## config.mk

```make
export PLATFORM = sky130hd
export DESIGN_NAME = pipc_queue
export DESIGN_NICKNAME = d
export VERILOG_FILES = /design/src/design/pipc_pkg.sv /design/src/design/pipc_queue.sv
export SDC_FILE = /design/constraint.sdc
export NUM_CORES = 1
export LEC_CHECK = 0
export ABC_AREA = 1
export BUFFER_PORTS_ARGS = -buffer_cell sky130_fd_sc_hd__buf_2
export CORE_ASPECT_RATIO = 0.9
export CORE_UTILIZATION = 45
export CTS_BUF_LIST = sky130_fd_sc_hd__clkbuf_8
export DETAILED_ROUTE_END_ITERATION = 16
export PLACE_DENSITY = 0.81
export SLEW_MARGIN = 25
export SYNTH_ARGS = -nofsm -noshare
export SYNTH_HDL_FRONTEND = slang
export SYNTH_SLANG_ARGS = --single-unit
```

## constraint.sdc

```tcl
create_clock -name i_clk -period 1.1 [get_ports i_clk]
set_input_delay 0.165 -clock i_clk [delete_from_list [all_inputs] [get_ports i_clk]]
set_output_delay 0.165 -clock i_clk [all_outputs]
set_load 0.01 [all_outputs]
```

## src/design/pipc_pkg.sv

```systemverilog
`default_nettype none
// ----------------------------------------------------------------------------
// pipc_pkg: shared types and constants for the point-in-polygon crossing core
// Holds the field width, the queue geometry and the structs that travel
// between the front end, the edge queue and the back end.
// ----------------------------------------------------------------------------
package pipc_pkg;

    localparam int FIELD_W     = 32;
    localparam int QUEUE_DEPTH = 2;
    localparam int QPTR_W      = $clog2(QUEUE_DEPTH);
    localparam int QCNT_W      = $clog2(QUEUE_DEPTH + 1);

    // per-item control that travels with the edge operands
    typedef struct packed {
        logic first;   // restart parity on this item
        logic last;    // emit a result after this item
        logic en_a;    // edge from previous vertex straddles the ray line
        logic en_b;    // closing edge straddles the ray line
    } t_edge_ctl;

    typedef struct packed {
        logic full;
        logic empty;
    } t_q_status;

endpackage
`default_nettype wire

```

## src/design/pipc_queue.sv

```systemverilog
`default_nettype none
// ----------------------------------------------------------------------------
// pipc_queue: short edge queue between front and back end
// Register FIFO that lets intake and edge evaluation stall independently.
// ----------------------------------------------------------------------------
module pipc_queue #(
    parameter int DATA_W = 8
) (
    input  wire logic                i_clk,
    input  wire logic                i_rst_n,
    input  wire logic                i_push,
    input  wire logic [DATA_W-1:0]   i_data,
    input  wire logic                i_pop,
    output logic [DATA_W-1:0]        o_data,
    output pipc_pkg::t_q_status      o_status
);

    logic [DATA_W-1:0]               r_mem [pipc_pkg::QUEUE_DEPTH];
    logic [pipc_pkg::QPTR_W-1:0]     r_wr_ptr, r_rd_ptr;
    logic [pipc_pkg::QCNT_W-1:0]     r_count;
    logic [pipc_pkg::QPTR_W-1:0]     n_wr_ptr, n_rd_ptr;

    localparam logic [pipc_pkg::QPTR_W-1:0] LastSlot =
        pipc_pkg::QPTR_W'(pipc_pkg::QUEUE_DEPTH - 1);

    assign n_wr_ptr = (r_wr_ptr == LastSlot) ? '0 : r_wr_ptr + 1'b1;
    assign n_rd_ptr = (r_rd_ptr == LastSlot) ? '0 : r_rd_ptr + 1'b1;

    assign o_data          = r_mem[r_rd_ptr];
    assign o_status.full   = (r_count == pipc_pkg::QCNT_W'(pipc_pkg::QUEUE_DEPTH));
    assign o_status.empty  = (r_count == '0);

    always_ff @(posedge i_clk) begin
        if (i_push) begin
            r_mem[r_wr_ptr] <= i_data;
        end
    end

    always_ff @(posedge i_clk) begin
        if (!i_rst_n) begin
            r_wr_ptr <= '0;
            r_rd_ptr <= '0;
            r_count  <= '0;
        end else begin
            if (i_push) begin
                r_wr_ptr <= n_wr_ptr;
            end
            if (i_pop) begin
                r_rd_ptr <= n_rd_ptr;
            end
            case ({i_push, i_pop})
                2'b10:   r_count <= r_count + 1'b1;
                2'b01:   r_count <= r_count - 1'b1;
                default: r_count <= r_count;
            endcase
        end
    end

endmodule
`default_nettype wire

```

==> results of run 1 <==
-- registers in the layout (all words and copies together) (netlist names), named ones only --
signal    count
r_mem        16
r_wr_ptr      1
r_rd_ptr      1
r_count       2
-- cell families after synthesis --
group	after synthesis	synth area share (%)
buf+inv	8	4.65
simple gates	17	8.37
mux	8	11.2
fa+ha+maj	1	1.55
xor+xnor	1	1.09
compound gates	2	1.24
flops	21	71.9
-- worst max-delay path by stage --
stage / startpoint / to / cells after the start
finish: register / o_data[4] / 3
global route: register / o_data[1] / 3
CTS: register / o_data[1] / 3
detailed placement: register / o_data[5] / 3
global placement: register / o_data[5] / 3
floorplan: r_wr_ptr$_SDFFE_PN0P_ / r_mem[0][0]$_DFFE_PP_ / 1
-- area by class of cell --
cell class | instances | area [µm²] | area share, %
inverters | 7 | 30.0 | 2.75
clock buffers | 3 | 41.3 | 3.78
flip-flops and latches | 21 | 584 | 53.6
multi-input cells | 29 | 219 | 20.1
well taps | 24 | 30.0 | 2.75
clock inverters | 1 | 3.75 | 0.344
repair buffers | 23 | 183 | 16.7
-- repair_timing --
| action | CTS | global route |
|---|---|---|
| gates cloned | 0 | 0 |
| setup endpoints to repair | 8 | 18 |
| resized for setup | 17 | 3 |
| endpoints found under the hold margin | 0 | 0 |
| buffers inserted | 0 | 0 |
-- report_power, final --
group	switching, mW	internal [mW]
clock network	0.222	0.248
registers	0.0242	0.909
logic	0.120	0.162
-- synthesized netlist by cell type --
cell / instances
a21oi_1: 1
nor2_1: 10
ha_1: 1
inv_1: 7
nand4_1: 1
mux2_2: 8
nand2_1: 5
o21ai_0: 1
xnor2_1: 1
buf_6: 1
edfxtp_1: 16
nor3_1: 1
dfxtp_1: 5
-- metrics by stage --
stage / hold slack (ps) / TNS, ps
after floorplan: 264 / 0
after global placement: 354 / 0
after detailed placement: 356 / -16.5
after CTS: 89.1 / -1860
after global routing: 82.0 / -2050
final: 97.9 / -1730
-- metal layers --
| layer | vias to the layer above | share of wire [%] | global-route usage, % | wire length (µm) |
|---|---|---|---|---|
| met5 | - | 0 | 0 | 0 |
| met4 | 0 | 0 | 8.57 | 0 |
| met3 | 0 | 4.8 | 4.74 | 57 |
| met2 | 15 | 53 | 22.8 | 624 |
| met1 | 230 | 42 | 15.5 | 498 |
| li1 | 248 | - | - | - |
-- critical path, delay by kind of cell (launching register included) --
kind,cells,cell delay [ps]
DFF,1,340
muxes,1,310
buffers and inverters,2,250
==> flow_summary.ini, run 1 <==
[worst_setup_path]
startpoint_type = register
reg2reg_to = r_mem[1][0]$_DFFE_PP_
cp_slowest_cell = dfxtp_2
rr_startpoint = r_wr_ptr$_SDFFE_PN0P_
worstSetupPathType = register to primary output
cp-end-kind = primary output
arrival_ps = 1160
worst_ep_required_time_ps = 940
crit_path_cell_trace = buf_12, mux2_4, buf_6
path_max_fanout = 8
slowest_delay_ps = 340
rr_worst_depth = 2
rrSetupSlack_ps = 170

[global_route]
grt_remaining_overflow = 0
grt_max_degree = 12
grt_use_total_pct = 14.1
antenna_found_initial = 0
grt_pass1_wl_um = 1880
grt_pass1_vias = 480

[final_layout]
stdcell_count = 108
nNetsFinal = 98
fin_util_pct = 64.9
num-fill-cells = 133
final_cell_mix = edfxtp_1, buf_2, nor2_1, mux2_4, buf_6
area_growth_pct = 35.2
diodes = 0
drive_above_1_share_pct = 45.2
final_common_cell = edfxtp_1
finish.instance_area_um2 = 1090

[floorplanning]
core_area_um2 = 1680
die_x_um = 46.6
rows = 14
ios = 22
die_height_um = 42.2
die_area_um2 = 1970
start_util_pct = 48.0

[clocking]
cts_max_path_buffers = 2
postCtsHoldBufs = 0
h-tree-depth = 1
cts.sinks = 21
path_clk_slew_ps = 70
cts_tree = done
cts_buffers = 3
clock-root-buffer = clkbuf_8
insertion_delay_ps = 250

[placed_design]
dpl-instance-area_um2 = 958
dp_cells = 104
pre_cts_ws_ps = -5.70
dp_hpwl_um = 864
port_buffers = 21
gp_congestion = 0.628

[timing]
fin_worst_skew_ps = 0.710
min_period_over_period_pct = 120
finalHoldViolations = 0
rsz0062_at_grt = yes
timing.fmax_mhz = 757
period_needed_ps = 1320
worst_pin_slew_ps = 211
finalMaxSlewViolations = 0
worst_slack_ps = -220
setup_violations = 8
slew_headroom_pct = 85.8

[synth]
avgSynthCellArea_um2 = 13.9
yosysTopAreaCell = edfxtp_1
yosys-top-cells-area = edfxtp_1, dfxtp_1, mux2_2, nor2_1, inv_1
yosysTopAreaCellShare_pct = 59.5
syn-cell-area_um2 = 807
synth_cell_types = 13
syn_nets = 71
syn_inst = 58
yosys_warnings = 0
ys_seq_elements = 21
seq_area_frac_synth_pct = 71.9

[power]
total_power_mw = 1.69
powerDensity_nw_per_um2 = 1550
leakagePower_nw = 0.465
ir_drop_mv = 0.944

[detailed_routing]
first_iter_violations = 10
postRouteAntennaNets = 0
totalWireLength_um = 1180
viasPerCell = 4.56
drt-pass1-iter-count = 10
route.detailed.drc = 1
routedWlPerCell_um = 10.9
vias = 493

[status]
violations = design-rule violations, negative setup slack
status = finished with violations

[run]
drv_cap = 0

[worst_hold_path]
holdPathStages = 1
holdCritPathClass = input pin to register
hold_start = i_data[3]
worstHoldEndpoint = r_mem[0][3]$_DFFE_PP_
No activity file was read; power rests on OpenSTA's default activity.
==> run 2: changes to the inputs <==
--- a/config.mk
+++ b/config.mk
@@ -11,7 +11,7 @@
 export CORE_UTILIZATION = 45
 export CTS_BUF_LIST = sky130_fd_sc_hd__clkbuf_8
 export DETAILED_ROUTE_END_ITERATION = 16
-export PLACE_DENSITY = 0.81
+export PLACE_DENSITY = 0.78
 export SLEW_MARGIN = 25
 export SYNTH_ARGS = -nofsm -noshare
 export SYNTH_HDL_FRONTEND = slang
==> constraint.sdc (replaced) <==
create_clock -name i_clk -period 1.6 [get_ports i_clk]
set_input_delay 0.24 -clock i_clk [delete_from_list [all_inputs] [get_ports i_clk]]
set_output_delay 0.24 -clock i_clk [all_outputs]
set_load 0.01 [all_outputs]
==> flow_summary.ini, run 2 (synthesized netlist as in run 1, its figures left out) <==
[detailed_routing]
vias = 485
postRouteAntennaNets = 0
totalWireLength_um = 1150
drt-pass1-iter-count = 4
route.detailed.drc = 0
viasPerCell = 4.53
routedWlPerCell_um = 10.8
first_iter_violations = 6

[clocking]
cts_max_path_buffers = 2
clock-root-buffer = clkbuf_8
h-tree-depth = 1
path_clk_slew_ps = 70
cts.sinks = 21
insertion_delay_ps = 250
cts_tree = done
post_cts_buffers = 0
cts_buffers = 3
cts_resized = 0
postCtsHoldBufs = 0

[power]
ir_drop_mv = 0.563
leakagePower_nw = 0.418
powerDensity_nw_per_um2 = 1120

[run]
drv_cap = 0

[final_layout]
largest_reg_flops = 16
final_cell_mix = buf_2, edfxtp_1, nor2_1, mux2_2, inv_1
largest_registers = r_mem x16, r_count x2
fin_util_pct = 58.6
top_register = r_mem
area_growth_pct = 22.0
finish.instance_area_um2 = 985
final_common_cell = buf_2
num-fill-cells = 160
drive_above_1_share_pct = 41.0
nNetsFinal = 97
stdcell_count = 107
diodes = 0

[timing]
worst_hold_slack_ps = 175
slew_headroom_pct = 77.2
period_needed_ps = 1410
worst_pin_slew_ps = 341
rsz0062_at_grt = no
fin_tns_setup_ps = 0
finalHoldViolations = 0
timing.fmax_mhz = 709
fin_worst_skew_ps = 1.24
finalMaxSlewViolations = 0
setup_violations = 0
min_period_over_period_pct = 88.2

[floorplanning]
start_util_pct = 48.0
core_area_um2 = 1680
die_height_um = 42.2
rows = 14
ios = 22
die_x_um = 46.6
die_area_um2 = 1970

[worst_setup_path]
startpoint_type = register
worst_ep_required_time_ps = 1360
worstSetupPathType = register to primary output
path_max_fanout = 8
arrival_ps = 1170
cp-end-kind = primary output

[global_route]
grt_use_total_pct = 14.3
antenna_found_initial = 0
grt_remaining_overflow = 0
grt_max_degree = 12
grt_pass1_wl_um = 1930
grt_pass1_vias = 492

[placed_design]
port_buffers = 21
dpl-instance-area_um2 = 938
dp_hpwl_um = 825
gp_congestion = 0.630
dp_cells = 103

[status]
status = complete, no violations

[worst_hold_path]
holdCritPathClass = input pin to register
-- run 2: cell types whose count changed in the layout (fill, tap and decap cells not counted), moves of 2 or more --
cell	delta
buf_2	+8
buf_6	-8
mux2_2	+8
mux2_4	-8
dfxtp_1	+2
dfxtp_2	-2
-- run 2: stage by stage --
step | power [mW] | worst slack [ps]
2_1_floorplan | 0.737 | 542
3_3_place_gp | 0.783 | 322
3_5_place_dp | 0.789 | 338
4_1_cts | 1.11 | 52.2
5_1_grt | 1.15 | 126
6_report | 1.10 | 190
-- run 2: worst paths after layout --
kind | from | endpoint | slack (ps) | depth (start not counted)
worst min-delay path | i_data[6] | r_mem[0][6]$_DFFE_PP_ | 180 | 1
worst min register to register | r_wr_ptr$_SDFFE_PN0P_ | r_wr_ptr$_SDFFE_PN0P_ | 520 | 2
worst max-delay path | register | o_data[7] | 190 | 2
worst max register to register | r_wr_ptr$_SDFFE_PN0P_ | r_mem[0][1]$_DFFE_PP_ | 570 | 2
-- run 2: power breakdown --
group	internal [mW]	switching (mW)	total [mW]
clock network	0.170	0.155	0.325
registers	0.624	0.0205	0.644
logic	0.0660	0.0661	0.132
-- run 2: layout make-up --
cell class / instances / area (µm²) / area share (%)
flip-flops and latches: 21 / 582 / 59.1
multi-input cells: 29 / 189 / 19.2
repair buffers: 22 / 113 / 11.4
clock buffers: 3 / 41.3 / 4.19
well taps: 24 / 30.0 / 3.05
inverters: 7 / 26.3 / 2.67
clock inverters: 1 / 3.75 / 0.381
-- run 2: per-layer routing --
layer	GRT usage [%]	routed length [µm]	up-vias
met5	0	0	-
met2	22.2	548	14
li1	-	-	246
met4	8.57	17	0
met1	17.1	534	223
met3	3.88	52	2
-- run 2: worst max-delay path, cell delays in order, from the launching register on --
cell	delay, ps
dfxtp_2	430
mux2_2	350
buf_2	140
