==> src/design/pipc_pkg.sv <==
`default_nettype none
// ----------------------------------------------------------------------------
// pipc_pkg: shared types and constants for the point-in-polygon crossing core
// Holds the field width, the queue geometry and the structs that travel
// between the front end, the edge queue and the back end.
// ----------------------------------------------------------------------------
package pipc_pkg;

    localparam int FIELD_W     = 32;
    localparam int QUEUE_DEPTH = 2;
    localparam int QPTR_W      = $clog2(QUEUE_DEPTH);
    localparam int QCNT_W      = $clog2(QUEUE_DEPTH + 1);

    // per-item control that travels with the edge operands
    typedef struct packed {
        logic first;   // restart parity on this item
        logic last;    // emit a result after this item
        logic en_a;    // edge from previous vertex straddles the ray line
        logic en_b;    // closing edge straddles the ray line
    } t_edge_ctl;

    typedef struct packed {
        logic full;
        logic empty;
    } t_q_status;

endpackage
`default_nettype wire

==> src/design/pipc_front.sv <==
`default_nettype none
// ----------------------------------------------------------------------------
// pipc_front: vertex intake and edge classification
// Keeps the query point, the first and the previous vertex, and turns each
// accepted item into the operand differences and straddle flags of its edges.
// ----------------------------------------------------------------------------
module pipc_front #(
    parameter int CW = 32,
    parameter int DW = CW + 1
) (
    input  wire logic                          i_clk,
    input  wire logic                          i_rst_n,
    input  wire logic                          i_accept,
    input  wire logic [pipc_pkg::FIELD_W-1:0]  i_vertex_x,
    input  wire logic [pipc_pkg::FIELD_W-1:0]  i_vertex_y,
    input  wire logic [pipc_pkg::FIELD_W-1:0]  i_point_x,
    input  wire logic [pipc_pkg::FIELD_W-1:0]  i_point_y,
    input  wire logic                          i_first,
    input  wire logic                          i_last,
    output pipc_pkg::t_edge_ctl                o_ctl,
    output logic [8*DW-1:0]                    o_data
);

    logic [CW-1:0] r_prev_x, r_prev_y, r_start_x, r_start_y, r_query_x, r_query_y;

    logic signed [DW-1:0] v_x, v_y, p_x, p_y, s_x, s_y, q_x, q_y;
    logic signed [DW-1:0] a_dx, a_dy, a_ex, a_ey, b_dx, b_dy, b_ex, b_ey;
    logic                 straddle_a, straddle_b;

    function automatic logic signed [DW-1:0] sx(input logic [CW-1:0] v);
        sx = {v[CW-1], v};
    endfunction

    assign v_x = sx(i_vertex_x[CW-1:0]);
    assign v_y = sx(i_vertex_y[CW-1:0]);
    assign p_x = sx(r_prev_x);
    assign p_y = sx(r_prev_y);
    // a first vertex brings its own query point and becomes the start
    assign q_x = i_first ? sx(i_point_x[CW-1:0]) : sx(r_query_x);
    assign q_y = i_first ? sx(i_point_y[CW-1:0]) : sx(r_query_y);
    assign s_x = i_first ? v_x : sx(r_start_x);
    assign s_y = i_first ? v_y : sx(r_start_y);

    // edge from this vertex back to the previous one
    assign a_dx = p_x - v_x;
    assign a_dy = p_y - v_y;
    assign a_ex = q_x - v_x;
    assign a_ey = q_y - v_y;
    assign straddle_a = (v_y > q_y) != (p_y > q_y);

    // closing edge from the start to this vertex
    assign b_dx = v_x - s_x;
    assign b_dy = v_y - s_y;
    assign b_ex = q_x - s_x;
    assign b_ey = q_y - s_y;
    assign straddle_b = (s_y > q_y) != (v_y > q_y);

    assign o_ctl.first = i_first;
    assign o_ctl.last  = i_last;
    assign o_ctl.en_a  = !i_first && straddle_a;
    assign o_ctl.en_b  = i_last && straddle_b;
    assign o_data = {a_dx, a_dy, a_ex, a_ey, b_dx, b_dy, b_ex, b_ey};

    always_ff @(posedge i_clk) begin
        if (!i_rst_n) begin
            r_prev_x  <= '0;
            r_prev_y  <= '0;
            r_start_x <= '0;
            r_start_y <= '0;
            r_query_x <= '0;
            r_query_y <= '0;
        end else if (i_accept) begin
            r_prev_x <= i_vertex_x[CW-1:0];
            r_prev_y <= i_vertex_y[CW-1:0];
            if (i_first) begin
                r_start_x <= i_vertex_x[CW-1:0];
                r_start_y <= i_vertex_y[CW-1:0];
                r_query_x <= i_point_x[CW-1:0];
                r_query_y <= i_point_y[CW-1:0];
            end
        end
    end

endmodule
`default_nettype wire

==> config.mk <==
export PLATFORM = sky130hd
export DESIGN_NAME = pipc_front
export DESIGN_NICKNAME = d
export VERILOG_FILES = /design/src/design/pipc_pkg.sv /design/src/design/pipc_front.sv
export SDC_FILE = /design/constraint.sdc
export NUM_CORES = 1
export LEC_CHECK = 0
export BUFFER_PORTS_ARGS = -buffer_cell sky130_fd_sc_hd__buf_4
export CAP_MARGIN = 20
export CORE_UTILIZATION = 59
export CTS_BUF_LIST = sky130_fd_sc_hd__clkbuf_4
export DETAILED_ROUTE_END_ITERATION = 10
export GPL_ROUTABILITY_DRIVEN = 1
export PLACE_DENSITY = 0.84
export SLEW_MARGIN = 0
export SYNTH_ARGS = -nofsm -noshare
export SYNTH_HDL_FRONTEND = slang
export SYNTH_SLANG_ARGS = --single-unit
==> constraint.sdc <==
create_clock -name i_clk -period 4.37 [get_ports i_clk]
set_input_delay 0 -clock i_clk [delete_from_list [all_inputs] [get_ports i_clk]]
set_output_delay 0 -clock i_clk [all_outputs]
set_load 0.005 [all_outputs]
==> run_results.csv, run 1 <==
group,metric,value,unit
worst_setup_path,crit_type,"reg2out",
timing,clock_skew,0,ns
logic_synthesis,synthSimpleGateAreaFrac,17.59,%
floorplanning,io_pins,401,
logic_synthesis,synth_compound_area_share,25.72,%
logic_synthesis,synthAdderAreaFrac,17.36,%
clock_network,cts_buffers,17,
logic_synthesis,ys.flop_type,"dfxtp_1",
worst_setup_path,path_cells,"mux2_2 > ha_1 > fa_1 > nor2b_1 > o31a_1 > o22a_1 > a2bb2oi_1 > o21ai_1 > a41oi_2 > o21ai_1 > o31a_1 > xor2_1 > buf_4",
logic_synthesis,syn_avg_cell_area,7.838,sq um
hold_path,hold_depth,4,
power,irDropWorstVdd,0.2465,mV
timing,finalHoldViolCount,0,
routing,drcViolationCount,0,
worst_setup_path,r2r_setup_slack,3.04,ns
timing,slew_headroom,33.85,%
place,post-dp-hpwl,58.00,mm
timing,finalWorstSetupSlack,0.1443,ns
logic_synthesis,synth_enable_flop_cells,0,
place,post-place-ws,0.6763,ns
clock_network,cts_root_buf,"clkbuf_4",
cells_and_area,drive_above_1_share,15.65,%
logic_synthesis,netlist_instances,2784,
floorplanning,dieArea,0.03776,sq mm
power,powerDensity,270.4,mW/mm^2
outcome,status,"finished, final reports clean",
routing,drt-initial-drc-count,1730,
worst_setup_path,cp_data_required_time,4.37,ns
clock_network,tritoncts,"yes",
grt,globalRouteTotalUtil,38.95,%
timing,min_period,4.226,ns
grt,grt-ovfl-total,0,
worst_setup_path,critPathTopFamily,"compound AO/OA/AOI/OAI gates",
logic_synthesis,synth_warnings,0,
logic_synthesis,async_reset_ff_share,0,%
hold_path,hold_path.class,"in2reg",
floorplanning,die_x,194.3,um
logic_synthesis,synth_area_leaders,"dfxtp_1 18%, ha_1 17%, mux2i_1 7.4%",
cells_and_area,final_util,74.89,%
floorplanning,start_util,59.75,%
worst_setup_path,slowest_delay,0.45,ns
logic_synthesis,synthMuxAreaShare,9.082,%
worst_setup_path,reg2regPathDepth,3,
logic_synthesis,synth_seq_cells,192,
clock_network,worstSkewPairLatency,0.67,ns
flow_run,maxCapViolations,0,
grt,grt_pass1_wl,117.9,mm
timing,fmax,236.6,MHz
logic_synthesis,seq_area_frac_synth,17.61,%
cells_and_area,final_cell_mix,"411 x buf_4, 355 x nand2_1, 290 x ha_1, 195 x a21oi_1, 192 x dfxtp_1",
routing,vias_per_cell,6.121,
timing,slew_violations,0,
grt,grt_max_degree,80,
worst_setup_path,worstSetupEndpointType,"output pin",
floorplanning,die_h,194.3,um
worst_setup_path,start_kind,"flop",
place,gp_congestion,0.9992,
floorplanning,rows,70,
routing,wl_per_cell,19.99,um
timing,whs,0.1229,ns
power,p_leak,13.62,nW
worst_setup_path,critical_path.max_fanout,4,
logic_synthesis,syn_nets,3215,
logic_synthesis,synth_area,0.02182,sq mm
clock_network,cts.htree.levels,4,
cells_and_area,final_common_cell,"buf_4",
clock_network,cts_max_path_buffers,2,
routing,wl,76.08,mm
routing,ant_nets,0,
logic_synthesis,synth_top_family_by_area,"compound AO/OA/AOI/OAI gates",
clock_network,clk_transition_reported_paths,0.16,ns
logic_synthesis,synth-xor-area-share,8.268,%
cells_and_area,layout.nets,3747,
timing,worst_pin_slew,0.9923,ns
routing,vias,23300,
logic_synthesis,synth_top_area_share,17.61,%
worst_setup_path,cp.depth,13,
logic_synthesis,yosysTopAreaCell,"dfxtp_1",
routing,drt_pre_antenna_iters,6,
timing,fin_crit_sh,96.70,%
place,placed_area,0.02521,sq mm
grt,antenna_found_initial,8,
grt,grt_pass1_vias,22680,
cells_and_area,area_growth,25.33,%
logic_synthesis,synth_cell_type_count,89,
worst_setup_path,cp_slowest_cell,"fa_1",
place,port_buffers,400,
floorplanning,core-area,0.03652,sq mm
worst_setup_path,cp_num_buf_inv,1,
timing,setup_viol,0,
clock_network,cts_sinks,192,
worst_setup_path,worst_ep_arrival_time,4.23,ns
cells_and_area,design_area,0.02735,sq mm
==> worst paths after layout <==
path                              startpoint                         end
setup / recovery   r_start_x[0]$_SDFFE_PN0P_                 o_data[129]
hold / removal                 i_point_x[31]  r_query_x[31]$_SDFFE_PN0P_
setup reg to reg   r_query_y[6]$_SDFFE_PN0P_   r_query_y[6]$_SDFFE_PN0P_
hold reg to reg   r_start_y[18]$_SDFFE_PN0P_  r_start_y[18]$_SDFFE_PN0P_
==> Yosys cell counts, types with 5 or more instances <==
cell type,n
dfxtp_1,192
fa_1,8
nor2b_1,105
xnor2_1,140
a21o_1,143
and2_1,16
a21oi_1,196
o211ai_1,11
mux2i_1,162
ha_1,290
o21ai_0,97
a21boi_0,133
o21a_1,51
xor2_1,66
o21ai_1,18
nor3_1,28
nand3_1,36
o21bai_1,22
a31o_2,5
o31a_1,22
or2_2,7
a221o_1,5
and3_1,32
or3_1,7
a31oi_1,19
mux2_2,32
a211oi_1,16
nand4_1,23
inv_1,168
o31ai_1,8
nand2_1,356
a211o_1,10
buf_1,18
nor2_1,154
clkbuf_1,64
nand2b_1,32
==> worst reg2reg max path, delay by kind of cell (launching register included) <==
family | cells | cell delay (ns)
simple gates | 1 | 0.05
buf+inv | 1 | 0.61
flops | 1 | 0.37
compound gates | 1 | 0.26
==> final cells by class <==
type	instances	area (sq um)
Antenna cell	9	22.52
Fill cell	2742	9173
Clock inverter	14	106.4
Inverter	168	630.6
Clock buffer	18	135.1
Multi-Input combinational cell	2340	17070
Sequential cell	192	3844
Tap cell	468	585.6
Timing Repair Buffer	597	4959
==> per-layer routing <==
layer	wire, um	part of all wire, %	up-vias	global-route usage, %
met5	0	0	-	0
met4	3266	4.3	0	17.17
met3	6226	8.2	219	5.726
met2	35000	46	1179	65.05
met1	31590	42	10910	49.74
li1	-	-	10990	-
==> stage by stage <==
stage	instances	setup TNS, ns	power, W
after CTS	3797	0	0.007245
after detailed placement	3581	0	0.006165
after floorplan	2784	0	0.004369
final	3806	0	0.007394
after global routing	3804	-0.001689	0.007760
after global placement	3581	0	0.006089
==> what timing repair did <==
action | 4_1_cts | 5_1_grt
gates resized for setup | 0 | 7
hold buffers | 184 | 0
hold endpoints to repair | 192 | 0
buffers inserted | 0 | 0
endpoints found under the setup margin | 0 | 11
==> sequential cells by signal, indices dropped and copies added, names as in the netlist <==
register,count
r_prev_y,32
r_query_y,32
r_start_x,32
r_prev_x,32
r_query_x,32
r_start_y,32
==> where the power goes <==
group | leakage, nW | internal (W) | switching, W
clock | 0.133 | 0.000240 | 0.000732
combinational | 11.9 | 0.00215 | 0.00237
sequential | 1.58 | 0.00184 | 0.0000603
==> kinds of logic after synthesis <==
logic type,count (synthesis)
flip-flops,192
XOR/XNOR,206
AO/OA/AOI/OAI,820
buffers and inverters,252
adder cells (fa/ha/maj),298
AND/OR/NAND/NOR,822
multiplexers,194
Note: power is estimated with default switching activity, not from simulation.
==> inputs of run 2 (changes only) <==
Settings changed: CORE_MARGIN from default to 2, CORE_UTILIZATION 59 to 45, PLACE_DENSITY 0.84 to 0.67, TNS_END_PERCENT from default to 10.
==> run_results.csv, run 2 (same netlist as run 1, synthesis figures left out) <==
group,metric,value,unit
cells_and_area,final_util,58.36,%
flow_run,maxCapViolations,0,
cells_and_area,final_common_cell,"buf_4",
timing,min_period,4.156,ns
routing,drt_pre_antenna_iters,6,
worst_setup_path,start_kind,"flop",
clock_network,cts_max_path_buffers,2,
grt,grt_pass1_wl,119.6,mm
routing,drcViolationCount,0,
timing,tns,0,ns
power,p_leak,13.75,nW
floorplanning,rows,80,
place,port_buffers,400,
worst_setup_path,cp_data_required_time,4.37,ns
place,dp_cells,3726,
timing,worst_pin_slew,0.9136,ns
floorplanning,core-area,0.04785,sq mm
floorplanning,io_pins,401,
floorplanning,die_x,224.2,um
routing,wl,78.87,mm
timing,whs,0.08303,ns
routing,drt-initial-drc-count,1800,
grt,use_met2,50.43,%
clock_network,cts_sinks,192,
grt,antenna_found_initial,2,
cells_and_area,regArea,0.003844,sq mm
power,irDropWorstVdd,0.1894,mV
timing,slew_headroom,39.09,%
clock_network,clk_transition_reported_paths,0.16,ns
grt,grt_busiest_layer,"met2",
cells_and_area,area_growth,27.96,%
clock_network,tritoncts,"yes",
grt,grtUsageMet3,3.893,%
timing,fmax,240.6,MHz
power,pwr-share-seq,25.2,%
clock_network,cts.htree.levels,4,
hold_path,hold_path.class,"in2reg",
routing,ant_nets,0,
worst_setup_path,crit_type,"reg2out",
grt,globalRouteTotalUtil,30.45,%
place,gp_congestion,0.9779,
grt,grt-ovfl-total,0,
timing,finalWorstSetupSlack,0.2143,ns
floorplanning,die_h,224.2,um
cells_and_area,finalNonFillerCells,3975,
place,post-place-ws,0.5312,ns
cells_and_area,final_cell_mix,"410 x buf_4, 355 x nand2_1, 289 x ha_1, 213 x dlygate4sd3_1, 192 x dfxtp_1",
timing,fin_crit_sh,95.10,%
grt,grt_max_degree,104,
routing,vias_per_cell,5.670,
power,internal-power,0.004377,W
cells_and_area,nFillCells,4436,
timing,finalHoldViolCount,0,
clock_network,cts_buffers,17,
timing,setup_viol,0,
power,powerDensity,269.7,mW/mm^2
power,switching_power,0.003153,W
timing,rsz0062_at_grt,"false",
cells_and_area,drive_above_1_share,15.99,%
floorplanning,dieArea,0.05027,sq mm
worst_setup_path,critical_path.max_fanout,4,
power,sw_frac_of_total,41.88,%
outcome,status,"finished, final reports clean",
grt,grt_use_met1,40.92,%
worst_setup_path,worstSetupEndpointType,"output pin",
cells_and_area,multiInputGateArea,0.01714,sq mm
power,comb_power_share,60.8,%
timing,clock_skew,0,ns
timing,slew_violations,0,
floorplanning,start_util,45.61,%
routing,vias,22540,
clock_network,worstSkewPairLatency,0.74,ns
clock_network,cts_root_buf,"clkbuf_4",
grt,grt_pass1_vias,21770,
place,post-dp-hpwl,62.00,mm
cells_and_area,layout.nets,3776,
routing,wl_per_cell,19.84,um
power,clkPwrFrac,14.0,%
worst_setup_path,worst_ep_arrival_time,4.16,ns
## run 2: cell count changes in the layout (fill, tap and decap cells not counted), sizes merged
cell / delta
inv: -5
bufinv: +2
clkinv: -3
diode: -7
dlygate4sd3: +29
clkbuf: +3
clkinvlp: +3
## run 2: metal layers
layer / vias up / part of all wire [%]
met4: 0 / 3.1
met3: 105 / 6.4
met5: - / 0
met1: 10570 / 45
met2: 803 / 46
li1: 11060 / -
## run 2: path summary, 6_finish.rpt
check,start,endpoint,slack [ns],depth (start not counted)
max reg2reg,r_start_y[7]$_SDFFE_PN0P_,r_start_y[7]$_SDFFE_PN0P_,3.06,3
min,i_point_y[29],r_query_y[29]$_SDFFE_PN0P_,0.08,4
max,r_query_y[8]$_SDFFE_PN0P_,o_ctl[0],0.21,13
min reg2reg,r_query_x[21]$_SDFFE_PN0P_,r_query_x[21]$_SDFFE_PN0P_,0.47,2
## run 2: timing repair
action | in CTS | in global routing
hold endpoints to repair | 192 | 0
hold buffers | 213 | 0
endpoints found under the setup margin | 3 | 24
buffers inserted | 0 | 2
resized for setup | 3 | 22
pin swaps | 0 | 6
## run 2: layout make-up
| cell class | instances | area share [%] |
|---|---|---|
| diodes | 2 | 0.01792 |
| clock buffers | 21 | 0.5646 |
| clock inverters | 11 | 0.4167 |
| inverters | 168 | 2.258 |
| multi-input cells | 2340 | 61.38 |
| flip-flops and latches | 192 | 13.77 |
| well taps | 615 | 2.756 |
| repair buffers | 626 | 18.84 |
## run 2: metrics by stage
stage	area, sq um	total power [W]
floorplan	21820	0.004369
global placement	25390	0.006209
detailed placement	25390	0.006257
CTS	27810	0.007484
global route	27920	0.007995
finish	27920	0.007530
## run 2: critical path, cell delays in order, from the launching register on
cell	delay, ns
dfxtp_1	0.35
mux2i_1	0.34
inv_1	0.14
ha_1	0.38
and2_1	0.21
o2111ai_1	0.11
a31oi_1	0.41
o21ai_1	0.26
o2bb2ai_1	0.33
o211ai_1	0.19
a21oi_1	0.29
xnor2_1	0.11
and2_1	0.16
buf_4	0.13
## run 2: power groups by stage
stage	Clock, W	Combinational, W	Sequential (W)
floorplan	0	0.00245	0.00191
global placement	0	0.00428	0.00193
detailed placement	0	0.00432	0.00193
CTS	0.00109	0.00450	0.00190
global route	0.00115	0.00493	0.00191
finish	0.00106	0.00458	0.00190
==> inputs of run 3 (changes only) <==
Settings changed: ABC_AREA from default to 1, BUFFER_PORTS_ARGS -buffer_cell sky130_fd_sc_hd__buf_4 to default, DONT_BUFFER_PORTS from default to 1, PLACE_DENSITY 0.67 to default.
==> run_results.csv, run 3 <==
group,metric,value,unit
logic_synthesis,synth_area,0.02358,sq mm
timing,whs,0.00004200,ns
floorplanning,die_h,232.9,um
worst_setup_path,path_cells,"o21ai_0 > inv_1 > ha_1 > nand2_1 > o21ai_0 > nor2_1 > a21oi_1 > xor2_1",
clock_network,cts.htree.levels,4,
worst_setup_path,slowest_delay,0.65,ns
logic_synthesis,ys.flop_type,"dfxtp_1",
logic_synthesis,synth_seq_cells,192,
place,post-place-ws,0.8646,ns
routing,drt-initial-drc-count,1779,
worst_setup_path,cp_data_required_time,4.37,ns
cells_and_area,multiInputGateArea,0.01782,sq mm
timing,finalWorstSetupSlack,0.3092,ns
worst_setup_path,cp_slowest_cell,"o21ai_0",
grt,grt_pass1_vias,25610,
power,irDropWorstVdd,0.2179,mV
logic_synthesis,yosysMostFrequentCell,"nand2_1",
flow_run,maxCapViolations,0,
timing,setup_viol,0,
timing,tns,0,ns
logic_synthesis,seq_area_frac_synth,16.30,%
routing,wl,96.73,mm
logic_synthesis,netlist_instances,3761,
logic_synthesis,synth_common_cells,"746 x nand2_1, 473 x nor2_1, 425 x a21oi_1, 408 x inv_1, 384 x o21ai_0",
clock_network,worstSkewPairLatency,0.79,ns
clock_network,cts_max_path_buffers,2,
clock_network,cts_setup_buffers,0,
cells_and_area,layout.nets,4400,
timing,slew_violations,0,
routing,drcViolationCount,0,
grt,grt-ovfl-total,0,
clock_network,cts_buffers,17,
timing,fmax,246.3,MHz
floorplanning,core-area,0.05151,sq mm
timing,slew_headroom,32.22,%
logic_synthesis,synth_cell_type_count,50,
power,p_leak,12.74,nW
floorplanning,rows,83,
cells_and_area,regArea,0.003844,sq mm
floorplanning,dieArea,0.05424,sq mm
routing,drt_pre_antenna_iters,5,
power,power,0.007438,W
place,port_buffers,0,
clock_network,cts_sinks,192,
timing,fin_crit_sh,92.92,%
clock_network,tritoncts,"yes",
worst_setup_path,worst_ep_arrival_time,4.06,ns
grt,antenna_found_initial,7,
clock_network,clk_transition_reported_paths,0.18,ns
grt,grt_max_degree,221,
worst_setup_path,worstSetupEndpointType,"output pin",
cells_and_area,area_growth,15.54,%
clock_network,cts-resized-gates,0,
logic_synthesis,async_reset_ff_share,0,%
logic_synthesis,syn_avg_cell_area,6.269,sq um
worst_setup_path,crit_top_cell,"o21ai_0",
logic_synthesis,syn_nets,4192,
timing,finalHoldViolCount,0,
worst_setup_path,start_kind,"flop",
hold_path,hold_path.class,"in2out",
logic_synthesis,yosysTopAreaCell,"dfxtp_1",
routing,vias,26380,
worst_setup_path,critical_path.max_fanout,4,
cells_and_area,final_common_cell,"nand2_1",
logic_synthesis,synth_area_leaders,"dfxtp_1 16%, ha_1 15%, nand2_1 12%",
routing,vias_per_cell,5.649,
logic_synthesis,synth_warnings,0,
clock_network,hold_buffers,277,
cells_and_area,nFillCells,5425,
floorplanning,start_util,45.77,%
outcome,status,"finished, final reports clean",
worst_setup_path,crit_type,"reg2out",
timing,min_period,4.061,ns
cells_and_area,final_cell_mix,"745 x nand2_1, 473 x nor2_1, 425 x a21oi_1, 408 x inv_1, 384 x o21ai_0",
logic_synthesis,synth_top_area_share,16.30,%
place,gp_congestion,1.031,
place,post-dp-hpwl,75.70,mm
timing,clock_skew,0,ns
floorplanning,die_x,232.9,um
floorplanning,io_pins,401,
grt,grtUsageMet3,6.703,%
grt,globalRouteTotalUtil,35.06,%
power,powerDensity,273.0,mW/mm^2
grt,grt_pass1_wl,145.4,mm
logic_synthesis,synth_enable_flop_cells,0,
routing,wl_per_cell,20.71,um
grt,use_met2,60.41,%
clock_network,cts_root_buf,"clkbuf_4",
grt,grt_busiest_layer,"met2",
cells_and_area,drive_above_1_share,3.817,%
grt,grt_use_met1,40.29,%
timing,worst_pin_slew,1.017,ns
timing,rsz0062_at_grt,"false",
routing,ant_nets,0,
[run 3: cell families (layout without fill, tap and decap cells)]
group / count (synthesis) / after routing / synth area share (%)
xor+xnor: 212 / 212 / 7.875
compound gates: 1071 / 1071 / 25.67
simple gates: 1483 / 1483 / 25.94
other cells: 0 / 8 / 0
flops: 192 / 192 / 16.30
fa+ha+maj: 298 / 298 / 16.07
buf+inv: 505 / 726 / 8.140
[run 3: path summary, 6_finish.rpt]
kind / from / end / slack, ns / cells past startpoint
max reg2reg: r_prev_y[10]$_SDFFE_PN0P_ / r_prev_y[10]$_SDFFE_PN0P_ / 2.54 / 4
min: i_last / o_ctl[2] / 0.00004 / 0
min reg2reg: r_query_x[16]$_SDFFE_PN0P_ / r_query_x[16]$_SDFFE_PN0P_ / 0.46 / 2
max: r_query_y[13]$_SDFFE_PN0P_ / o_data[150] / 0.31 / 8
[run 3: layout make-up]
cell class              count  share of cell area, %
repair buffers            280                  10.43
diodes                      8                0.07349
multi-input cells        3064                  65.42
inverters                 414                  5.723
flip-flops and latches    192                  14.11
clock buffers              17                 0.4685
clock inverters            15                 0.6476
well taps                 680                  3.123
[run 3: worst max-delay path, delay by kind of cell (launching register included)]
family          cells  cell delay (ns)
xor+xnor            1             0.48
fa+ha+maj           1             0.40
simple gates        2             0.20
compound gates      3             1.65
flops               1             0.35
buf+inv             1             0.17
[run 3: where the power goes]
part	leakage, nW	switching (W)	internal (W)
clock	0.160	0.000784	0.000358
combinational	11.0	0.00291	0.00145
sequential	1.59	0.0000687	0.00187
total	12.7	0.00376	0.00368
[run 3: stage by stage]
stage,instance area (sq um),instances,utilization (%)
6_report,27240,4670,52.89
4_1_cts,27220,4662,52.85
2_1_floorplan,23580,3761,-
3_3_place_gp,24110,4353,46.81
5_1_grt,27240,4670,52.89
3_5_place_dp,24110,4353,46.81
[run 3: per-layer routing]
metal / vias up / part of all wire, %
met2: 948 / 47
met5: - / 0.013
met4: 2 / 6.0
met1: 12100 / 39
li1: 13110 / -
met3: 225 / 7.2
